[config.mk]
export PLATFORM = sky130hd
export DESIGN_NAME = srt_queue
export DESIGN_NICKNAME = d
export VERILOG_FILES = /design/src/design/srt_pkg.sv /design/src/design/srt_queue.sv
export SDC_FILE = /design/constraint.sdc
export NUM_CORES = 1
export LEC_CHECK = 0
export ABC_AREA = 1
export BUFFER_PORTS_ARGS = -buffer_cell sky130_fd_sc_hd__buf_2
export CAP_MARGIN = 20
export CORE_AREA = 2 2 90 92
export DETAILED_ROUTE_END_ITERATION = 6
export DIE_AREA = 0 0 92 94
export GPL_ROUTABILITY_DRIVEN = 0
export MAX_ROUTING_LAYER = met4
export PLACE_DENSITY = 0.95
export SLEW_MARGIN = 10
export SYNTH_ARGS = -nofsm -noshare
export SYNTH_HDL_FRONTEND = slang
export SYNTH_SLANG_ARGS = --single-unit
[constraint.sdc]
create_clock -name clk_i -period 8.83 [get_ports clk_i]
set_input_delay 1.766 -clock clk_i [delete_from_list [all_inputs] [get_ports clk_i]]
set_output_delay 1.766 -clock clk_i [all_outputs]
set_load 0.03 [all_outputs]
[src/design/srt_pkg.sv]
// shared types, constants and codes for the sparse radix table
`timescale 1ns / 1ps
package srt_pkg;

  localparam int unsigned FANOUT     = 16;
  localparam int unsigned DIGIT_W    = 4;
  localparam int unsigned MAX_LEVELS = 4;
  localparam int unsigned NODE_COUNT = 256;
  localparam int unsigned NODE_W     = 8;
  localparam int unsigned NFREE_W    = 9;
  localparam int unsigned LEV_W      = 3;
  localparam int unsigned WORD_W     = 32;
  localparam int unsigned ADDR_W     = NODE_W + DIGIT_W;
  localparam int unsigned QUEUE_DEPTH = 2;

  localparam logic OP_READ  = 1'b0;
  localparam logic OP_WRITE = 1'b1;

  localparam logic ST_OK   = 1'b0;
  localparam logic ST_FAIL = 1'b1;

  typedef struct packed {
    logic               opcode;
    logic [15:0]        index;
    logic signed [31:0] value;
  } in_t;

  typedef struct packed {
    logic signed [31:0] read_data;
    logic               status;
    logic [3:0]         leaf_offset;
    logic [2:0]         levels_now;
  } out_t;

  // classified command passed from front to back
  typedef struct packed {
    in_t              item;
    logic [LEV_W-1:0] need;
  } cmd_t;

endpackage

[src/design/srt_queue.sv]
// short command queue between front and back
`timescale 1ns / 1ps
module srt_queue (
  input  logic          clk_i,
  input  logic          rst_ni,
  input  logic          push_i,
  input  srt_pkg::cmd_t push_data_i,
  output logic          full_o,
  input  logic          pop_i,
  output logic          valid_o,
  output srt_pkg::cmd_t pop_data_o
);

  srt_pkg::cmd_t slot_q [srt_pkg::QUEUE_DEPTH];
  logic          wptr_q, wptr_d;
  logic          rptr_q, rptr_d;
  logic [1:0]    cnt_q, cnt_d;

  // pointer and fill count update
  always_comb begin
    wptr_d = wptr_q;
    rptr_d = rptr_q;
    cnt_d  = cnt_q;
    if (push_i) begin
      wptr_d = ~wptr_q;
    end
    if (pop_i) begin
      rptr_d = ~rptr_q;
    end
    if (push_i && !pop_i) begin
      cnt_d = cnt_q + 2'd1;
    end else if (pop_i && !push_i) begin
      cnt_d = cnt_q - 2'd1;
    end
  end

  always_ff @(posedge clk_i or negedge rst_ni) begin
    if (!rst_ni) begin
      wptr_q <= 1'b0;
      rptr_q <= 1'b0;
      cnt_q  <= 2'd0;
    end else begin
      wptr_q <= wptr_d;
      rptr_q <= rptr_d;
      cnt_q  <= cnt_d;
    end
  end

  // entry storage
  always_ff @(posedge clk_i) begin
    if (push_i) begin
      slot_q[wptr_q] <= push_data_i;
    end
  end

  assign full_o     = (cnt_q == 2'd2);
  assign valid_o    = (cnt_q != 2'd0);
  assign pop_data_o = slot_q[rptr_q];

endmodule

==> reports/results.md, run 1 <==
## Status
• **result of the run** finished clean

## Power
• **switching share of power** 0.3530
• **maximum resistive drop on vdd** 0.3153 mV
• **part of the power in the clock network** 0.166
• **sequential group share of total power** 0.465
• **internal power** 1.074 mW
• **Comb pwr share** 0.368
• **power density normalized to cell area** 332.7 nW/um^2
• **Net Switching** 0.5863 mW
• **total leakage power** 2.044 nW

## Setup path
• **type of the worst setup path** reg2out
• **cell breakdown of the critical path** mux2_2, buf_2
• **Setup crit start kind** flop
• **WP data arrival** 2050 ps
• **Slowest-stage cell, CP** dfrtp_4
• **WP data required** 7060 ps
• **Worst Path Max Fanout** 53
• **length in cells of the worst reg-to-reg path** 2
• **delay of the slowest cell on the worst path** 1070 ps
• **endpoint type of the worst setup path** output port

## Cells and area
• **ratio of cells with drive above 1 in the final layout** 0.5798
• **Finished Layout Cells** 409
• **sequential cell area in the final layout** 3227 sq um
• **# nets final** 360
• **area added between synthesis and finish** 18.57%
• **Multi-input gate area** 857.1 sq um
• **filler instances** 536
• **antenna cells** 0

## Synthesis
• **proportion of synthesized flip-flops having asynchronous set or reset** 0.03704
• **EDFF count, synth** 104
• **simple-gate area share of the yosys netlist** 0.009807
• **most numerous cell in the Yosys netlist** edfxtp_1
• **most frequent cells after synthesis** 104 x edfxtp_1, 49 x mux2_4, 7 x inv_1
• **mux share of post-synthesis cell area** 0.1828
• **area share of the largest cell type after synthesis** 0.7418
• **combinational family with the most area after synthesis** multiplexers
• **largest area contributor in the synthesized netlist** edfxtp_1
• **ranking of synthesized cells by area** edfxtp_1 74%, mux2_4 17%, buf_12 2.4%
• **xor-xnor portion of the synthesized cell area** 0.006241
• **synthesized area** 4210 sq um
• **synthesized netlist cell count** 187
• **number of flip-flops and latches in the synthesized netlist** 108
• **register area share after synthesis** 0.7655
• **Post-synth top flop** edfxtp_1
• **average cell area after synthesis** 22.51 sq um
• **Compound-Gate Fraction of Synth Area** 0
• **yosys warns** 0
• **Net Count, Synth** 244
• **area share of fa/ha/maj cells after synthesis** 0.002972
• **count of unique library cells instantiated by Yosys** 14

## Drt
• **average wire per standard cell** 15.95 um
• **via count** 2006
• **WL met2** 3471 um
• **First-pass DRT Iterations** 4
• **met3 WL post-DR** 351 um
• **Remaining DRCs** 0
• **top metal layer carrying routed signals** met4
• **number of vias per cell after detailed routing** 4.905
• **Initial DRC Count** 71
• **wire length after detailed routing** 6522 um
• **Routed Antenna Nets** 0
• **post-route met1 wirelength** 2573 um

## GRT
• **global-route wire length before repair** 9846 um
• **largest net degree at the start of global routing** 54
• **via count of the first global-routing pass** 2106
• **number of antenna violations at the first check in global routing** 0
• **residual overflow from global routing** 0
• **aggregate global-route resource usage** 0.1594

## STA
• **setup repair after global routing missed its margin** no
• **smallest setup slack after layout** 5016 ps
• **normalized max-slew margin** 0.3656
• **Fmax achieved** 262.2 MHz
• **final worst path period need** 3814 ps
• **setup violators final** 0
• **final-report max-slew violation count** 0
• **number of hold violations in the final report** 0
• **Period Utilization, post-route** 0.4319
• **clock skew** 9.453 ps
• **summed negative setup slack over all endpoints** 0 ps
• **Tightest Pin Transition** 951.6 ps

## Worst hold path
• **path category of the worst min-delay check** reg2reg
• **worst hold path cell count** 2

## CTS
• **worst-skew pair later-pin latency** 350 ps
• **clock root cell** clkbuf_8
• **clock transition at the registers of the reported paths** 80 ps
• **CTS buffer count** 9
• **number of gates given a new drive strength after cts** 0
• **CTS Sinks** 108
• **hold-fix buffer count after cts** 0
• **Post-CTS Setup Repair Bufs** 0
• **htree depth** 3
• **Clock Tree Buf Depth** 2
• **clock tree from TritonCTS** yes

## Placement
• **placed insts** 393
• **quantity of I/O buffers inserted on ports** 109
• **Post-Place Worst Slack** 5379 ps
• **DP Wirelength** 4351 um

## Run
• **count of max-cap constraint violations** 0

## Floorplanning
• **number of cell rows** 32
• **ports placed on the boundary** 110
• **Total Die Area** 8648 sq um
• **DIE WIDTH** 92 um
• **vertical die dimension** 94 um
• **effective utilization at floorplan** 0.5535
• **Core Footprint** 7607 sq um

==> per-layer routing <==
layer,global-route usage,vias up
li1,-,949
met3,0.04334,12
met4,0.06219,0
met2,0.2813,70
met5,-,-
met1,0.1729,975
==> worst max-delay path, delay by kind of cell (launching register included) <==
family	cells	cell delay, ps
flip-flops	1	1070
multiplexers	1	420
buffers and inverters	1	180
==> placed cells by master, fill, tap and decap left out <==
master	n
buf_12	1
buf_2	109
buf_4	1
bufinv_16	1
clkbuf_1	1
clkbuf_8	9
clkinv_1	2
clkinv_4	1
clkinvlp_4	1
dfrtp_1	3
dfrtp_4	1
edfxtp_1	104
ha_1	1
inv_1	6
inv_2	1
mux2_2	3
mux2_4	49
nand2_1	6
nand3_1	1
nand4_1	1
nor2_1	1
nor2_4	1
xnor2_1	1
xor2_1	2
==> metrics by stage <==
stage	power, mW	area, sq um	hold slack (ps)	utilization
final	1.661	4992	510.6	0.6563
after global routing	1.734	4992	556.8	0.6563
after CTS	1.678	4972	519.1	0.6536
after detailed placement	1.402	4791	499.2	0.6298
after global placement	1.385	4791	453.2	0.6298
after floorplan	1.292	4210	441.7	-
==> final cells by class <==
class | instances | area share
Sequential cell | 108 | 0.6464
Multi-Input combinational cell | 66 | 0.1717
Timing Repair Buffer | 111 | 0.1148
Clock buffer | 10 | 0.02556
Tap cell | 102 | 0.02556
Clock inverter | 5 | 0.01078
Inverter | 7 | 0.005263
==> sequential cells by signal (all words and copies together) (netlist names) <==
signal / cells
slot_q: 104
cnt_q: 2
rptr_q: 1
wptr_q: 1
==> final timing paths <==
check	startpoint	end	slack [ps]
worst max-delay path	rptr_q	pop_data_o[49]	5020
worst min-delay path	cnt_q[1]	cnt_q[1]	510
worst max register to register	wptr_q	slot_q[0][10]	6960
worst min register to register	cnt_q[1]	cnt_q[1]	510
max in group asynchronous	rst_ni	rptr_q	7490
min in group asynchronous	rst_ni	cnt_q[0]	1210
==> power groups by stage <==
stage	Combinational, mW	Clock [mW]	Sequential (mW)
after floorplan	0.575	0	0.717
after global routing	0.643	0.304	0.787
final	0.612	0.276	0.773
after CTS	0.614	0.286	0.778
after detailed placement	0.613	0	0.790
after global placement	0.604	0	0.781
==> logic make-up (layout without fill, tap and decap cells) <==
| kind of cell | count (synthesis) | count (layout) |
|---|---|---|
| flops | 108 | 108 |
| xor+xnor | 3 | 3 |
| fa+ha+maj | 1 | 1 |
| simple gates | 10 | 10 |
| buf+inv | 13 | 133 |
| mux | 52 | 52 |
Note: power is estimated with default switching activity, not from simulation.
==> inputs of run 2 (changes only) <==
Settings changed: CORE_AREA 2 2 90 92 to 2 2 93 95, DIE_AREA 0 0 92 94 to 0 0 95 97, PLACE_DENSITY 0.95 to 0.9.
Clock period 8.83 ns to 3.6 ns, I/O delays scaled along.
==> reports/results.md, run 2 (same netlist as run 1, synthesis figures left out) <==
## CTS
• **number of gates given a new drive strength after cts** 0, unchanged
• **CTS Sinks** 108, unchanged
• **hold-fix buffer count after cts** 0, unchanged
• **clock transition at the registers of the reported paths** 90 ps, about the same
• **clock root cell** clkbuf_8
• **worst-skew pair later-pin latency** 340 ps, about the same
• **Clock Tree Buf Depth** 2, unchanged
• **Post-CTS Setup Repair Bufs** 0, unchanged
• **clock tree from TritonCTS** yes
• **CTS buffer count** 9, unchanged
• **htree depth** 3, unchanged

## Drt
• **via count** 1978, -1.4%
• **Remaining DRCs** 0, unchanged
• **number of vias per cell after detailed routing** 4.801, -2.1%
• **First-pass DRT Iterations** 4, unchanged
• **Initial DRC Count** 101, +42%
• **average wire per standard cell** 15.47 um, -3.0%
• **Routed Antenna Nets** 0, unchanged
• **wire length after detailed routing** 6375 um, -2.3%

## Placement
• **DP Wirelength** 4207 um, -3.3%
• **Post-Place Worst Slack** 1183 ps, -4196 ps
• **Placed Area** 4795 sq um, about the same
• **quantity of I/O buffers inserted on ports** 109, unchanged

## Cells and area
• **flip-flop count of the largest register after layout** 104, unchanged
• **antenna cells** 0, unchanged
• **leading registers by flop count** slot_q x104, cnt_q x2
• **most frequent cells in the layout** 109 x buf_2, 104 x edfxtp_1, 49 x mux2_4
• **ratio of cells with drive above 1 in the final layout** 0.5831, +0.003257
• **leading cell type in the layout, fill and taps excluded** buf_2
• **# nets final** 360, unchanged
• **post-route cell area** 5020 sq um, +0.55%
• **area added between synthesis and finish** 19.23%
• **filler instances** 597, +11%
• **register bank with the most flops** slot_q

## Floorplanning
• **effective utilization at floorplan** 0.5176, -0.03584
• **Core Footprint** 8134 sq um, +6.9%
• **ports placed on the boundary** 110, unchanged
• **number of cell rows** 33, +3.1%
• **Total Die Area** 9215 sq um, +6.6%
• **vertical die dimension** 97 um, +3.2%
• **DIE WIDTH** 95 um, +3.3%

## Power
• **switching share of power** 0.3453, -0.007740
• **Net Switching** 1.428 mW, +140%
• **power density normalized to cell area** 823.9 nW/um^2, +150%
• **maximum resistive drop on vdd** 0.6053 mV, +92%
• **total leakage power** 2.060 nW, +0.80%
• **part of the power in the clock network** 0.180, +0.014
• **internal power** 2.708 mW, +150%
• **Final Power** 4.136 mW, +150%
• **sequential group share of total power** 0.458, -0.007
• **Comb pwr share** 0.362, -0.006

## STA
• **final-report max-slew violation count** 0, unchanged
• **setup repair after global routing missed its margin** no
• **final worst path period need** 2752 ps
• **smallest setup slack after layout** 847.9 ps, -4168 ps
• **summed negative setup slack over all endpoints** 0 ps, unchanged
• **minimum hold slack** 165.0 ps, -345.6 ps
• **Fmax achieved** 363.4 MHz
• **setup violators final** 0, unchanged
• **Period Utilization, post-route** 0.7645
• **number of hold violations in the final report** 0, unchanged
• **clock skew** 5.764 ps, -3.689 ps
• **normalized max-slew margin** 0.3588, -0.006767
• **Tightest Pin Transition** 961.8 ps, +10.15 ps

## Status
• **result of the run** finished clean

## Setup path
• **type of the worst setup path** reg2out
• **WP data arrival** 2030 ps, -20 ps
• **Worst Path Max Fanout** 53, unchanged
• **Setup crit start kind** flop
• **endpoint type of the worst setup path** output port
• **WP data required** 2880 ps, -4180 ps

## GRT
• **largest net degree at the start of global routing** 54, unchanged
• **number of antenna violations at the first check in global routing** 0, unchanged
• **aggregate global-route resource usage** 0.1502, -0.009197
• **global-route wire length before repair** 10010 um, +1.7%
• **residual overflow from global routing** 0, unchanged
• **via count of the first global-routing pass** 2114, +0.38%

## Run
• **count of max-cap constraint violations** 0, unchanged

## Worst hold path
• **path category of the worst min-delay check** in2async

## run 2: cell count changes in the layout (fill, tap and decap cells not counted)
cell / before / now
clkinvlp_4: 1 / 0
bufinv_16: 1 / 2
clkinv_2: 0 / 1
clkinv_1: 2 / 1
## run 2: cell type report
| cell class | instances | area [sq um] | area share |
|---|---|---|---|
| multi-input combinational | 66 | 857.1 | 0.1707 |
| clock buffer | 10 | 127.6 | 0.02542 |
| timing repair buffer | 111 | 573.1 | 0.1142 |
| inverter | 7 | 26.28 | 0.005234 |
| clock inverter | 5 | 77.57 | 0.01545 |
| tap | 105 | 131.4 | 0.02617 |
| sequential | 108 | 3227 | 0.6428 |
## run 2: layer usage
layer  global-route usage  up-vias  part of all wire
li1                     -      944                 -
met1               0.1698      955              0.39
met5                    -        -                 0
met3              0.04283       10             0.056
met2               0.2510       69              0.54
met4              0.05797        0             0.016
## run 2: final timing paths
path	start	end	slack, ps	cells past startpoint
hold reg to reg	cnt_q[1]	cnt_q[1]	490	2
setup / recovery	rptr_q	pop_data_o[49]	850	2
hold / removal	rst_ni	cnt_q[0]	160	1
min in group clk_i	cnt_q[1]	cnt_q[1]	490	2
max in group asynchronous	rst_ni	rptr_q	3300	1
setup reg to reg	wptr_q	slot_q[0][45]	2120	2
## run 2: metrics by stage
stage / utilization / instances
after floorplan: - / 187
after global placement: 0.5894 / 396
after detailed placement: 0.5894 / 396
after CTS: 0.6147 / 411
after global routing: 0.6171 / 412
final: 0.6171 / 412
## run 2: critical path: stages (launching register included)
cell	delay (ps)
dfrtp_4	1050
mux2_2	430
buf_2	180
## run 2: power groups by stage
stage                     sequential, mW  clock, mW  combinational (mW)
final                               1.89      0.743                1.50
after global routing                1.93      0.820                1.59
after CTS                           1.91      0.770                1.51
after detailed placement            1.94          0                1.50
after global placement              1.92          0                1.48
after floorplan                     1.76          0                1.41
